### config.mk
export PLATFORM = sky130hd
export DESIGN_NAME = lru_page_replacement
export DESIGN_NICKNAME = d
export VERILOG_FILES = /design/src/hdl/lrup_pkg.sv /design/src/hdl/lrup_front.sv /design/src/hdl/lrup_back.sv /design/src/hdl/lru_page_replacement.sv
export VERILOG_INCLUDE_DIRS = /design/src /design/src/hdl
export SDC_FILE = /design/constraint.sdc
export NUM_CORES = 1
export LEC_CHECK = 0
export BUFFER_PORTS_ARGS = -buffer_cell sky130_fd_sc_hd__buf_2
export CAP_MARGIN = 20
export CORE_AREA = 3 3 221 223
export CTS_CLUSTER_SIZE = 14
export DETAILED_ROUTE_END_ITERATION = 8
export DIE_AREA = 0 0 224 226
export PLACE_DENSITY = 0.82
export SYNTH_ARGS = -nofsm -noshare
export SYNTH_HDL_FRONTEND = slang
export SYNTH_SLANG_ARGS = --single-unit
### constraint.sdc
create_clock -name i_clk -period 42.9 [get_ports i_clk]
set_clock_uncertainty 0.15 [all_clocks]
set_input_delay 2.145 -clock i_clk [delete_from_list [all_inputs] [get_ports i_clk]]
set_output_delay 2.145 -clock i_clk [all_outputs]
set_load 0.05 [all_outputs]
### src/hdl/assert_macros.svh
// Assertion macros shared by the RTL, compiled out when SYNTH is defined.
`ifndef ASSERT_MACROS_SVH
`define ASSERT_MACROS_SVH
`ifndef SYNTH
`define ASSERT_IMPLIES(label, clk, rst_n, cond, expr) \
    label: assert property (@(posedge clk) disable iff (!(rst_n)) (cond) |-> (expr)) \
        else $error("Assertion failed.");
`define ASSERT_NEXT(label, clk, rst_n, cond, expr) \
    label: assert property (@(posedge clk) disable iff (!(rst_n)) (cond) |=> (expr)) \
        else $error("Assertion failed.");
`else
`define ASSERT_IMPLIES(label, clk, rst_n, cond, expr)
`define ASSERT_NEXT(label, clk, rst_n, cond, expr)
`endif
`endif

### src/hdl/lrup_pkg.sv
// Package with the transaction types and constants of the LRU page cache.
`timescale 1ns / 1ps
package lrup_pkg;

    localparam int WAYS_DEFAULT      = 8;
    localparam int PAGE_BITS_DEFAULT = 16;
    localparam int AGE_BITS_DEFAULT  = 16;

    localparam int PAGE_W  = 16;
    localparam int WAY_W   = 3;
    localparam int TOTAL_W = 32;
    localparam int CFG_W   = 4;

    localparam int AGE_RESET = 100;
    localparam int AGE_FRESH = 1;

    localparam logic [CFG_W-1:0] WAYS_IN_USE_RESET = CFG_W'(8);

    // Queue depth must be a power of two so the pointers wrap on their own.
    localparam int QUEUE_DEPTH = 2;
    localparam int QPTR_W      = $clog2(QUEUE_DEPTH);
    localparam int QCNT_W      = $clog2(QUEUE_DEPTH + 1);

    typedef struct packed {
        logic [PAGE_W-1:0] page_number;
        logic              last_request;
    } t_req;

    typedef struct packed {
        logic               hit;
        logic [WAY_W-1:0]   way;
        logic [PAGE_W-1:0]  evicted_page;
        logic [TOTAL_W-1:0] hit_total;
        logic [TOTAL_W-1:0] miss_total;
    } t_rsp;

endpackage

### src/hdl/lrup_front.sv
// Front end: accepts page references, truncates or zero-extends them to the page width and queues them.
`timescale 1ns / 1ps
module lrup_front #(
    parameter int PAGE_BITS = lrup_pkg::PAGE_BITS_DEFAULT
) (
    input  logic                 i_clk,
    input  logic                 i_rst_n,
    input  logic                 start,
    input  lrup_pkg::t_req       i_req,
    output logic                 busy,
    input  logic                 i_pop,
    output logic                 o_valid,
    output logic [PAGE_BITS-1:0] o_page,
    output logic                 o_last
);

    localparam int WIDE_W = (PAGE_BITS > lrup_pkg::PAGE_W) ? PAGE_BITS : lrup_pkg::PAGE_W;

    logic [PAGE_BITS-1:0]        r_q_page [lrup_pkg::QUEUE_DEPTH];
    logic                        r_q_last [lrup_pkg::QUEUE_DEPTH];
    logic [lrup_pkg::QPTR_W-1:0] r_wp, n_wp;
    logic [lrup_pkg::QPTR_W-1:0] r_rp, n_rp;
    logic [lrup_pkg::QCNT_W-1:0] r_cnt, n_cnt;
    logic [WIDE_W-1:0]           w_page_wide;
    logic                        w_push;
    logic                        w_pop;

    assign busy        = (r_cnt == lrup_pkg::QCNT_W'(lrup_pkg::QUEUE_DEPTH));
    assign w_push      = start && !busy;
    assign o_valid     = (r_cnt != '0);
    assign w_pop       = o_valid && i_pop;
    assign w_page_wide = WIDE_W'(i_req.page_number);
    assign o_page      = r_q_page[r_rp];
    assign o_last      = r_q_last[r_rp];

    always_comb begin
        n_wp  = w_push ? r_wp + 1'b1 : r_wp;
        n_rp  = w_pop ? r_rp + 1'b1 : r_rp;
        n_cnt = r_cnt;
        if (w_push && !w_pop) begin
            n_cnt = r_cnt + 1'b1;
        end else if (w_pop && !w_push) begin
            n_cnt = r_cnt - 1'b1;
        end
    end

    always_ff @(posedge i_clk) begin
        if (!i_rst_n) begin
            r_wp  <= '0;
            r_rp  <= '0;
            r_cnt <= '0;
        end else begin
            r_wp  <= n_wp;
            r_rp  <= n_rp;
            r_cnt <= n_cnt;
        end
    end

    always_ff @(posedge i_clk) begin
        if (w_push) begin
            r_q_page[r_wp] <= w_page_wide[PAGE_BITS-1:0];
            r_q_last[r_wp] <= i_req.last_request;
        end
    end

endmodule

### src/hdl/lrup_back.sv
// Back end: tag lookup, LRU victim choice, way and age update and running totals.
`timescale 1ns / 1ps
module lrup_back #(
    parameter int WAYS      = lrup_pkg::WAYS_DEFAULT,
    parameter int PAGE_BITS = lrup_pkg::PAGE_BITS_DEFAULT,
    parameter int AGE_BITS  = lrup_pkg::AGE_BITS_DEFAULT
) (
    input  logic                       i_clk,
    input  logic                       i_rst_n,
    input  logic                       i_valid,
    input  logic [PAGE_BITS-1:0]       i_page,
    input  logic                       i_last,
    input  logic [lrup_pkg::CFG_W-1:0] i_ways_in_use,
    output logic                       o_pop,
    output logic                       o_strobe,
    output lrup_pkg::t_rsp             o_rsp
);

    localparam int IDX_W    = (WAYS > 1) ? $clog2(WAYS) : 1;
    localparam int ACT_W    = $clog2(WAYS + 1);
    localparam int WPAGE_W  = (PAGE_BITS > lrup_pkg::PAGE_W) ? PAGE_BITS : lrup_pkg::PAGE_W;
    localparam int WWAY_W   = (IDX_W > lrup_pkg::WAY_W) ? IDX_W : lrup_pkg::WAY_W;
    localparam logic [AGE_BITS-1:0] AGE_MAX   = {AGE_BITS{1'b1}};
    localparam logic [AGE_BITS-1:0] AGE_INIT  = AGE_BITS'(lrup_pkg::AGE_RESET);
    localparam logic [AGE_BITS-1:0] AGE_NEW   = AGE_BITS'(lrup_pkg::AGE_FRESH);
    localparam logic [lrup_pkg::TOTAL_W-1:0] TOTAL_MAX = {lrup_pkg::TOTAL_W{1'b1}};

    logic [PAGE_BITS-1:0]          r_pages [WAYS];
    logic [PAGE_BITS-1:0]          n_pages [WAYS];
    logic [AGE_BITS-1:0]           r_ages  [WAYS];
    logic [AGE_BITS-1:0]           n_ages  [WAYS];
    logic [lrup_pkg::TOTAL_W-1:0]  r_hit_cnt, n_hit_cnt;
    logic [lrup_pkg::TOTAL_W-1:0]  r_miss_cnt, n_miss_cnt;
    logic                          r_strobe;
    lrup_pkg::t_rsp                r_rsp, n_rsp;

    logic [ACT_W-1:0]              w_active_n;
    logic [WAYS-1:0]               w_act;
    logic [WAYS-1:0]               w_match;
    logic                          w_hit;
    logic [IDX_W-1:0]              w_hit_idx;
    logic [IDX_W-1:0]              w_vic_idx;
    logic [IDX_W-1:0]              w_sel;
    logic [AGE_BITS-1:0]           w_best;
    logic [lrup_pkg::TOTAL_W-1:0]  w_hit_tot;
    logic [lrup_pkg::TOTAL_W-1:0]  w_miss_tot;
    logic [WPAGE_W-1:0]            w_evict_wide;
    logic [WWAY_W-1:0]             w_way_wide;

    assign o_pop    = i_valid;
    assign o_strobe = r_strobe;
    assign o_rsp    = r_rsp;

    always_comb begin
        if (i_ways_in_use == '0) begin
            w_active_n = ACT_W'(1);
        end else if (32'(i_ways_in_use) > WAYS) begin
            w_active_n = ACT_W'(WAYS);
        end else begin
            w_active_n = ACT_W'(i_ways_in_use);
        end
    end

    always_comb begin
        for (int i = 0; i < WAYS; i++) begin
            w_act[i]   = (ACT_W'(i) < w_active_n);
            w_match[i] = w_act[i] && (r_pages[i] == i_page);
        end
        w_hit = |w_match;

        w_hit_idx = '0;
        for (int i = WAYS - 1; i >= 0; i--) begin
            if (w_match[i]) begin
                w_hit_idx = IDX_W'(i);
            end
        end

        w_best    = r_ages[0];
        w_vic_idx = '0;
        for (int i = 1; i < WAYS; i++) begin
            if (w_act[i] && (r_ages[i] > w_best)) begin
                w_best    = r_ages[i];
                w_vic_idx = IDX_W'(i);
            end
        end

        w_sel = w_hit ? w_hit_idx : w_vic_idx;

        for (int i = 0; i < WAYS; i++) begin
            n_pages[i] = r_pages[i];
            n_ages[i]  = (r_ages[i] == AGE_MAX) ? r_ages[i] : r_ages[i] + 1'b1;
            if (IDX_W'(i) == w_sel) begin
                n_ages[i] = AGE_NEW;
                if (!w_hit) begin
                    n_pages[i] = i_page;
                end
            end
        end

        w_hit_tot  = r_hit_cnt;
        w_miss_tot = r_miss_cnt;
        if (w_hit) begin
            if (r_hit_cnt != TOTAL_MAX) begin
                w_hit_tot = r_hit_cnt + 1'b1;
            end
        end else if (r_miss_cnt != TOTAL_MAX) begin
            w_miss_tot = r_miss_cnt + 1'b1;
        end
        n_hit_cnt  = i_last ? '0 : w_hit_tot;
        n_miss_cnt = i_last ? '0 : w_miss_tot;

        w_evict_wide = w_hit ? '0 : WPAGE_W'(r_pages[w_vic_idx]);
        w_way_wide   = WWAY_W'(w_sel);

        n_rsp.hit          = w_hit;
        n_rsp.way          = w_way_wide[lrup_pkg::WAY_W-1:0];
        n_rsp.evicted_page = w_evict_wide[lrup_pkg::PAGE_W-1:0];
        n_rsp.hit_total    = w_hit_tot;
        n_rsp.miss_total   = w_miss_tot;
    end

    always_ff @(posedge i_clk) begin
        if (!i_rst_n) begin
            for (int i = 0; i < WAYS; i++) begin
                r_pages[i] <= '0;
                r_ages[i]  <= AGE_INIT;
            end
            r_hit_cnt  <= '0;
            r_miss_cnt <= '0;
            r_strobe   <= 1'b0;
        end else begin
            r_strobe <= i_valid;
            if (i_valid) begin
                for (int i = 0; i < WAYS; i++) begin
                    r_pages[i] <= n_pages[i];
                    r_ages[i]  <= n_ages[i];
                end
                r_hit_cnt  <= n_hit_cnt;
                r_miss_cnt <= n_miss_cnt;
            end
        end
    end

    always_ff @(posedge i_clk) begin
        if (i_valid) begin
            r_rsp <= n_rsp;
        end
    end

endmodule

### src/hdl/lru_page_replacement.sv
// Top level of the fully associative LRU page cache.
`timescale 1ns / 1ps
`include "assert_macros.svh"
// A page reference is taken at a rising edge with start high and busy low. It enters
// a two-entry queue and is looked up in the cycle right after acceptance. Its result
// is registered at the next edge and stays on o_rsp with o_strobe high for exactly one
// cycle. The lookup unit retires one reference every cycle. That rate is set by its
// combinational tag compare and age maximum across all ways. The queue therefore
// never holds more than one reference, busy stays low, and one reference per cycle
// is sustained. The receiver cannot stall: a result must be taken in the cycle its
// strobe is high. The way count register may be written only while no reference is
// in flight. After reset all ways hold page 0 with age 100 and the block is ready
// at once.
module lru_page_replacement #(
    parameter int WAYS      = lrup_pkg::WAYS_DEFAULT,
    parameter int PAGE_BITS = lrup_pkg::PAGE_BITS_DEFAULT,
    parameter int AGE_BITS  = lrup_pkg::AGE_BITS_DEFAULT
) (
    input  logic                       i_clk,
    input  logic                       i_rst_n,
    input  logic                       start,
    input  lrup_pkg::t_req             i_req,
    output logic                       busy,
    input  logic                       i_cfg_we,
    input  logic [lrup_pkg::CFG_W-1:0] i_cfg_wdata,
    output logic                       o_strobe,
    output lrup_pkg::t_rsp             o_rsp
);

    logic [lrup_pkg::CFG_W-1:0] r_ways_in_use;
    logic                       w_q_valid;
    logic                       w_q_pop;
    logic [PAGE_BITS-1:0]       w_q_page;
    logic                       w_q_last;

    always_ff @(posedge i_clk) begin
        if (!i_rst_n) begin
            r_ways_in_use <= lrup_pkg::WAYS_IN_USE_RESET;
        end else if (i_cfg_we) begin
            r_ways_in_use <= i_cfg_wdata;
        end
    end

    lrup_front #(
        .PAGE_BITS (PAGE_BITS)
    ) u_front (
        .i_clk   (i_clk),
        .i_rst_n (i_rst_n),
        .start   (start),
        .i_req   (i_req),
        .busy    (busy),
        .i_pop   (w_q_pop),
        .o_valid (w_q_valid),
        .o_page  (w_q_page),
        .o_last  (w_q_last)
    );

    lrup_back #(
        .WAYS      (WAYS),
        .PAGE_BITS (PAGE_BITS),
        .AGE_BITS  (AGE_BITS)
    ) u_back (
        .i_clk         (i_clk),
        .i_rst_n       (i_rst_n),
        .i_valid       (w_q_valid),
        .i_page        (w_q_page),
        .i_last        (w_q_last),
        .i_ways_in_use (r_ways_in_use),
        .o_pop         (w_q_pop),
        .o_strobe      (o_strobe),
        .o_rsp         (o_rsp)
    );

    `ASSERT_NEXT(a_accept_queued, i_clk, i_rst_n, start && !busy, w_q_valid)
    `ASSERT_NEXT(a_queue_retired, i_clk, i_rst_n, w_q_valid, o_strobe)
    `ASSERT_IMPLIES(a_hit_no_evict, i_clk, i_rst_n, o_strobe && o_rsp.hit, o_rsp.evicted_page == '0)
    `ASSERT_IMPLIES(a_hit_counted, i_clk, i_rst_n, o_strobe && o_rsp.hit, o_rsp.hit_total != '0)

endmodule
-- Word level (Yosys, flattened, before mapping)
Memory sizes are Yosys's and may differ from the RTL's. A register that Yosys moved wholly into a read port is not among the register bits.
Index checks and enable logic that the tools add are counted.
- flip-flop bits (word level): 141
- bits in writable memories: 290
- input port bits: 25
- output and inout port bits: 86
- memories kept: 4
- memories (name ; words ; bits a word ; rd ports ; clocked after Yosys merged registers in ; wr ports ; RTL line ; source):
    u_back.r_ages ; 8 ; 16 ; 8 ; 0 ; 8 ; lrup_back.sv:30 ; logic [AGE_BITS-1:0] r_ages [WAYS];
    u_back.r_pages ; 8 ; 16 ; 9 ; 1 ; 8 ; lrup_back.sv:28 ; logic [PAGE_BITS-1:0] r_pages [WAYS];
    u_front.r_q_page ; 2 ; 16 ; 1 ; 1 ; 1 ; lrup_front.sv:19 ; logic [PAGE_BITS-1:0] r_q_page [lrup_pkg::QUEUE_DEPTH];
    u_front.r_q_last ; 2 ; 1 ; 1 ; 1 ; 1 ; lrup_front.sv:20 ; logic r_q_last [lrup_pkg::QUEUE_DEPTH];
- add/sub/neg operators: 14
- magnitude comparators: 16
- equal/unequal tests: 26
- mux-type cells: 90
- bitwise logic cells: 16
- reductions and logical operators: 26
- operator list (operator ; count):
    two-way mux 16 bit ; 54
    two-way mux 32 bit ; 6
    adder 16 x 1 -> 16 bit, second input constant ; 8
    equality test 16 bit ; 8
    equality test 16 bit, second input constant ; 8
    greater-than comparator 16 bit ; 7
    adder 32 x 1 -> 32 bit, second input constant ; 2
    inequality test 32 bit, second input constant ; 2
    two-way mux 3 bit ; 13
    logical AND 1 bit ; 18
    less-than comparator 3 x 4 -> 1 bit, first input constant ; 4
    OR 1 bit ; 16
    equality test 3 bit, first input constant ; 4
    two-way mux 1 bit ; 11
    less-than comparator 1 x 4 -> 1 bit, first input constant ; 2
    less-than comparator 2 x 4 -> 1 bit, first input constant ; 2
    two-way mux 2 bit ; 4
    two-way mux 4 bit ; 2
    OR reduction 8 bit ; 1
    equality test 2 x 3 -> 1 bit, first input constant ; 2
    greater-than comparator 4 bit, second input constant ; 1
    logical NOT 4 bit ; 1
    nonzero test 2 bit ; 2
    equality test 1 x 3 -> 1 bit, first input constant ; 1
    6 further kinds ; 9

-- Depth between registers and ports, before layout
Gate-level depths: netlist of the first run.
- depth after elaboration: 28
- mapped depth: 93

-- By module
From an unflattened synthesis of the first run, not the netlist that was laid out.
- cell total of the unflattened synthesis: 2455
- area, all modules: 25951.1 um^2
- modules (own cells, without submodules) (module ; instances ; cells an instance ; area each (um^2)):
    lrup_back ; 1 ; 2364 ; 24342.1
    lrup_front ; 1 ; 78 ; 1461.4
    lru_page_replacement ; 1 ; 13 ; 147.6

-- Worst setup path after synthesis of the first run
Ideal clock, no wire load.
- path kind: register to register
- start: mem u_back.r_ages[0][30] (netlist name)
- end: mem u_back.r_pages[4][0] (netlist name) (enable)
- library setup time: 435 ps
- arrival time: 19059 ps
- slack: 23255 ps
- stages on the path, launching flop included: 89
- period minus slack after synthesis: 19645 ps
- path through: edfxtp_1 > ha_1 > nand4_2 > nor2_1 > or3_1 > or3b_4 > nand2_1 > clkinv_1 > clkbuf_1 > a21oi_1 > ha_1 > nor2b_1 > o311a_1 > o31ai_1 > a31oi_1 > a21o_1 > nand2_1 > clkbuf_1 > [... 53 more ...] > mux2_2 > ha_1 > a21oi_1 > o221ai_1 > a21o_1 > a21o_1 > a21o_1 > a21oi_1 > nor2_1 > o221ai_1 > clkbuf_1 > nand2_1 > or2_2 > o21a_1 > buf_4 > nor2_2 > inv_2 > o41ai_1
- RTL lines (item ; RTL line):
    start, declared ; lrup_back.sv:30
    end, declared ; lrup_back.sv:28

==> results.sh, run 1 <==
export IMPL_outcome="completed"
export IMPL_critPathCaptureType="flip-flop"
export IMPL_largest_net_degree_at_the_start_of_global_routing=78
export IMPL_io_buffers=110
export IMPL_dominantRegCellSynth="edfxtp_1"
export IMPL_synth_sequential_area_ratio=0.4934
export IMPL_overall_fraction_of_global_route_tracks_in_use=0.2601
export IMPL_grt_pass1_wl_mm=105.2
export IMPL_synthCells=2389
export IMPL_main_combinational_cell_family_by_area_after_synthesis="simple AND/OR/NAND/NOR gates"
export IMPL_netlist_cell_type_count=88
export IMPL_fmax_ghz=0.04522
export IMPL_cts_hold_repair_buffers=0
export IMPL_final_setup_viol_count=0
export IMPL_synth_simple_area_share=0.1493
export IMPL_max_clock_path_buffers=3
export IMPL_cts_resized=0
export IMPL_grt_setup_unrepaired="false"
export IMPL_dieHeight_microns=226
export IMPL_synth_area_per_cell_sq_um=10.78
export IMPL_drc=0
export IMPL_synthXorXnorAreaFrac=0.1047
export IMPL_synth_cell_area_sq_um=25760
export IMPL_number_of_global_route_vias_before_repair=19033
export IMPL_critPathLaunchType="flip-flop"
export IMPL_whs_ns=0.3288
export IMPL_postCtsSetupRepairBufs=0
export IMPL_floorplan_die_width_microns=224
export IMPL_synth_fp_nets=2533
export IMPL_grt_antenna_before_repair=0
export IMPL_synth_async_sr_flop_share=0
export IMPL_critical_path_class="reg2reg"
export IMPL_postRouteAntennaNets=0
export IMPL_gpl_final_weighted_congestion=1.014
export IMPL_final_min_period_over_clock_period=0.5155
export IMPL_ys_seq_elements=448
export IMPL_data_required_time_of_the_critical_path_ns=42.94
export IMPL_drv_slew=0
export IMPL_hpwlAfterDp_mm=48.12
export IMPL_critPathMostFrequentCell="a21o_1"
export IMPL_synth_area_mux_share=0.04162
export IMPL_synth_cells_most_frequent="edfxtp_1 (374), xnor2_1 (217), nor2_1 (149)"
export IMPL_critical_path_arrival_ns=22.16
export IMPL_detail_route_iter0_violations=1994
export IMPL_max_stage_delay_ns=0.87
export IMPL_setup_tns_ns=0
export IMPL_core_area_sq_um=46750
export IMPL_synth_edf_count=374
export IMPL_cts_sinks=448
export IMPL_finalWirelength_mm=66.94
export IMPL_drt_vias_per_instance=6.339
export IMPL_nNetsFinal=2616
export IMPL_synth_area_top_cells="edfxtp_1 (44%), xnor2_1 (7.4%), ha_1 (5.8%)"
export IMPL_yosysMostFrequentCell="edfxtp_1"
export IMPL_ctsHtreeMaxLevel=2
export IMPL_layout_overhead_on_the_synthesized_area_pct=10.64
export IMPL_cts_root_buffer="clkbuf_16"
export IMPL_diodes=0
export IMPL_min_delay_path_class="reg2reg"
export IMPL_final_layout_size_suffix_gt1_frac=0.1264
export IMPL_worst_path_max_fanout=35
export IMPL_avgRoutedWirePerCell_microns=21.50
export IMPL_finalWorstPathRequiredPeriod_ns=22.12
export IMPL_clkTransAtPathRegs_ns=0.06
export IMPL_finalHoldViolations=0
export IMPL_maxcap_viol_count=0
export IMPL_synth_compound_area_share=0.1178
export IMPL_synth_top_area_share=0.4359
export IMPL_cts_tree="done"
export IMPL_n_fill_cell=3690
export IMPL_initial_core_util=0.5511
export IMPL_drt_pass1_iter_count=6
export IMPL_cts_buffers=46
export IMPL_core_rowCount=79
export IMPL_post_synthesis_cell_type_with_the_largest_combined_area="edfxtp_1"
export IMPL_clkLatencyLatePin_ns=0.59
export IMPL_fp_dieArea_sq_um=50620
export IMPL_ioPinCount=111
export IMPL_synthAdderAreaFrac=0.05857
export IMPL_globalRoute_totalOverflow=0
export IMPL_maxSlewHeadroom=0.2379
export IMPL_vias=19739
export IMPL_synth_warnings=0
export IMPL_critical_path_slowest_cell="a21oi_2"
export IMPL_worst_pin_slew_ns=1.136
[cell type report]
| cell class | instances | area (sq um) | share of cell area |
|---|---|---|---|
| clock inverter | 25 | 297.8 | 0.01045 |
| inverter | 102 | 382.9 | 0.01343 |
| tap | 607 | 759.5 | 0.02664 |
| multi-input combinational | 1722 | 12230 | 0.4289 |
| timing repair buffer | 152 | 890.9 | 0.03125 |
| clock buffer | 58 | 1236 | 0.04336 |
| sequential | 448 | 12710 | 0.4459 |
[critical path: cells and delay by family, from the launching register on]
family	cells	cell delay (ns)
muxes	4	1.65
AOI/OAI and AO/OA	46	11.22
buffers and inverters	5	1.09
and+or+nand+nor	18	5.10
DFF	1	0.47
adders and majority gates	7	1.97
[per-stage QoR]
stage / instances / utilization / area (sq um) / worst slack, ns
6_report: 3114 / 0.6097 / 28510 / 20.78
5_1_grt: 3114 / 0.6097 / 28510 / 19.36
3_5_place_dp: 3029 / 0.5763 / 26950 / 21.22
2_1_floorplan: 2389 / - / 25760 / 23.26
3_3_place_gp: 3028 / 0.5759 / 26930 / 21.79
4_1_cts: 3112 / 0.6091 / 28480 / 21.17
[layout by cell type (no fill, tap or decap), types with 82 or more instances in the layout]
cell type | synthesis | routed
edfxtp_1 | 374 | 374
xnor2_1 | 217 | 217
buf_2 | 23 | 110
inv_1 | 97 | 97
and3_1 | 83 | 82
nand3_1 | 88 | 88
o21ai_0 | 92 | 89
nor3_1 | 96 | 95
ha_1 | 119 | 119
xor2_1 | 91 | 91
a21oi_1 | 96 | 93
nor2_1 | 149 | 148
nand2_1 | 138 | 137
[cells by family (layout without fill, tap and decap cells)]
group / Yosys count / count (layout)
AOI/OAI and AO/OA: 446 / 446
xor gates and xnor gates: 308 / 308
adders and majority gates: 121 / 121
buffers and inverters: 219 / 337
DFF: 448 / 448
muxes: 101 / 101
and+or+nand+nor: 746 / 746
[worst paths after layout]
| check | from | slack [ns] | endpoint | cells past startpoint |
|---|---|---|---|---|
| hold reg to reg | u_back.r_hit_cnt[21] | 0.33 | u_back.r_hit_cnt[21] | 1 |
| setup / recovery | u_back.r_ages[0][30] | 20.78 | u_back.r_pages[0][5] | 80 |
| setup reg to reg | u_back.r_ages[0][30] | 20.78 | u_back.r_pages[0][5] | 80 |
| hold / removal | u_back.r_hit_cnt[21] | 0.33 | u_back.r_hit_cnt[21] | 1 |
[flip-flops by register name, summed over array words and instances, names as in the netlist, named ones only]
name	count
r_ways_in_use	4
u_back.o_rsp	84
u_back.o_strobe	1
u_back.r_ages	128
u_back.r_hit_cnt	32
u_back.r_miss_cnt	32
u_back.r_pages	128
u_front.r_cnt	2
u_front.r_q_last	2
u_front.r_q_page	32
u_front.r_rp	1
u_front.r_wp	1
[per-layer routing]
metal,part of all wire,GRT usage,routed length (microns),up-vias
met2,0.46,0.4135,30740,959
met4,0.040,0.1069,2693,0
met5,0,0,0,-
met3,0.078,0.03744,5197,172
met1,0.42,0.3611,28310,9568
li1,-,-,-,9040
Power of run 1 is not shown: default switching activity piles up to over one toggle a cycle in this logic, so the estimate is an artifact.
==> run 2, diff against run 1 <==
clock period = 22.6 ns   (was 42.9 ns; I/O delays follow)
==> run 2 against run 1 <==
Net effect:
- core utilization rose by 0.24 points
- maximum frequency is 3.1% higher
- cell count up 0.19%
- routed wire length is 0.58% lower
- die area stayed put
- largest cell class unchanged
- count of clock-buffer cells in the layout increased by 7
- worst setup slack got worse by 20 ns
- worst hold slack better by 0.0022 ns
- critical path depth up 1
- highest routed layer unchanged
- non-clock buffer count is 3 higher
==> results.sh, run 2 (synthesis gave the netlist of run 1 again) <==
export IMPL_postRouteAntennaNets=0
export IMPL_worst_pin_slew_ns=1.083
export IMPL_grt_pass1_wl_mm=104.9
export IMPL_maxcap_viol_count=0
export IMPL_cts_root_buffer="clkbuf_16"
export IMPL_layout_overhead_on_the_synthesized_area_pct=11.08
export IMPL_avgRoutedWirePerCell_microns=21.33
export IMPL_n_fill_cell=3641
export IMPL_ctsHtreeMaxLevel=2
export IMPL_cts_sinks=448
export IMPL_postCtsSetupRepairBufs=0
export IMPL_fmax_ghz=0.04661
export IMPL_final_min_period_over_clock_period=0.9494
export IMPL_io_buffers=110
export IMPL_instances_no_fill=3120
export IMPL_fp_dieArea_sq_um=50620
export IMPL_setup_ws_ns=1.144
export IMPL_globalRoute_totalOverflow=0
export IMPL_finalWirelength_mm=66.56
export IMPL_critPathCaptureType="flip-flop"
export IMPL_ioPinCount=111
export IMPL_min_delay_path_class="reg2reg"
export IMPL_drv_slew=0
export IMPL_drt_vias_per_instance=6.256
export IMPL_cts_buffers=46
export IMPL_cts_tree="done"
export IMPL_gpl_final_weighted_congestion=0.9794
export IMPL_leading_cell_type_in_the_layout_fill_and_taps_excluded="edfxtp_1"
export IMPL_core_rowCount=79
export IMPL_critical_path_class="reg2reg"
export IMPL_setup_tns_ns=0
export IMPL_number_of_global_route_vias_before_repair=19220
export IMPL_core_area_sq_um=46750
export IMPL_worst_path_max_fanout=32
export IMPL_finalHoldViolations=0
export IMPL_max_stage_delay_ns=0.69
export IMPL_vias=19518
export IMPL_multi_input_comb_area_sq_um=12250
export IMPL_overall_fraction_of_global_route_tracks_in_use=0.2582
export IMPL_largest_net_degree_at_the_start_of_global_routing=78
export IMPL_critPathLaunchType="flip-flop"
export IMPL_hpwlAfterDp_mm=47.88
export IMPL_drt_pass1_iter_count=8
export IMPL_nNetsFinal=2619
export IMPL_detail_route_iter0_violations=2449
export IMPL_critical_path_arrival_ns=21.58
export IMPL_maxSlewHeadroom=0.2749
export IMPL_final_cell_mix="edfxtp_1 (374), xnor2_1 (217), nor2_1 (148)"
export IMPL_floorplan_die_width_microns=224
export IMPL_clkTransAtPathRegs_ns=0.06
export IMPL_grt_antenna_before_repair=2
export IMPL_final_layout_size_suffix_gt1_frac=0.1290
export IMPL_dieHeight_microns=226
export IMPL_placed_cells_incl_taps=3031
export IMPL_outcome="completed"
export IMPL_max_clock_path_buffers=3
export IMPL_finalWorstPathRequiredPeriod_ns=21.46
export IMPL_drc=0
export IMPL_critical_path_slowest_cell="o21ai_1"
export IMPL_grt_setup_unrepaired="false"
export IMPL_initial_core_util=0.5511
export IMPL_data_required_time_of_the_critical_path_ns=22.72
export IMPL_final_setup_viol_count=0
export IMPL_layout_area_seq_sq_um=12710
export IMPL_dpl_worst_slack_ns=1.186
export IMPL_critPathMostFrequentCell="a21o_1"
export IMPL_clkLatencyLatePin_ns=0.60
==> run 2: cell count changes in the layout (fill, tap and decap cells not counted), sizes merged <==
cell	previous run	this run
buf	151	155
bufinv	6	5
clkbuf	59	65
clkinv	19	12
clkinvlp	0	1
diode	0	1
inv	102	104
==> run 2: critical path: cells and delay by family, from the launching register on <==
kind            cells  cell delay, ns
compound gates     46           10.34
mux                 4            1.67
flops               1            0.48
simple gates       18            5.00
buf+inv             6            1.43
fa+ha+maj           7            2.00
==> run 2: area by class of cell <==
class / instances / share of cell area
sequential: 448 / 0.4442
multi-input combinational: 1722 / 0.4281
clock buffer: 65 / 0.04590
timing repair buffer: 155 / 0.03191
tap: 607 / 0.02654
inverter: 102 / 0.01338
clock inverter: 20 / 0.009880
antenna: 1 / 0.00008744
==> run 2: metrics by stage <==
step	cell area (sq um)	hold WS (ns)	util
floorplan	25760	0.2876	-
CTS	28540	0.3280	0.6105
global placement	26940	0.3076	0.5762
finish	28620	0.3310	0.6121
global route	28620	0.3700	0.6121
detailed placement	26950	0.3166	0.5764
==> run 2: timing repair <==
action	4_1_cts	5_1_grt
hold buffers	0	0
setup endpoints to repair	0	206
gates resized for setup	0	4
==> run 2: worst paths after layout <==
check | endpoint | slack (ns) | cells past startpoint | startpoint
setup / recovery | u_back.r_pages[1][13] | 1.14 | 81 | u_back.r_ages[0][30]
hold reg to reg | u_back.r_hit_cnt[21] | 0.33 | 1 | u_back.r_hit_cnt[21]
setup reg to reg | u_back.r_pages[1][13] | 1.14 | 81 | u_back.r_ages[0][30]
hold / removal | u_back.r_hit_cnt[21] | 0.33 | 1 | u_back.r_hit_cnt[21]
==> run 2: layer usage <==
layer  GRT usage  wire length (microns)  vias to the layer above
li1            -                      -                     9036
met2      0.4250                  31560                      815
met1      0.3509                  28180                     9537
met5           0                      0                        -
met4     0.08502                   1865                        0
met3     0.04303                   4957                      130
Power of run 2 is left out for the same reason.
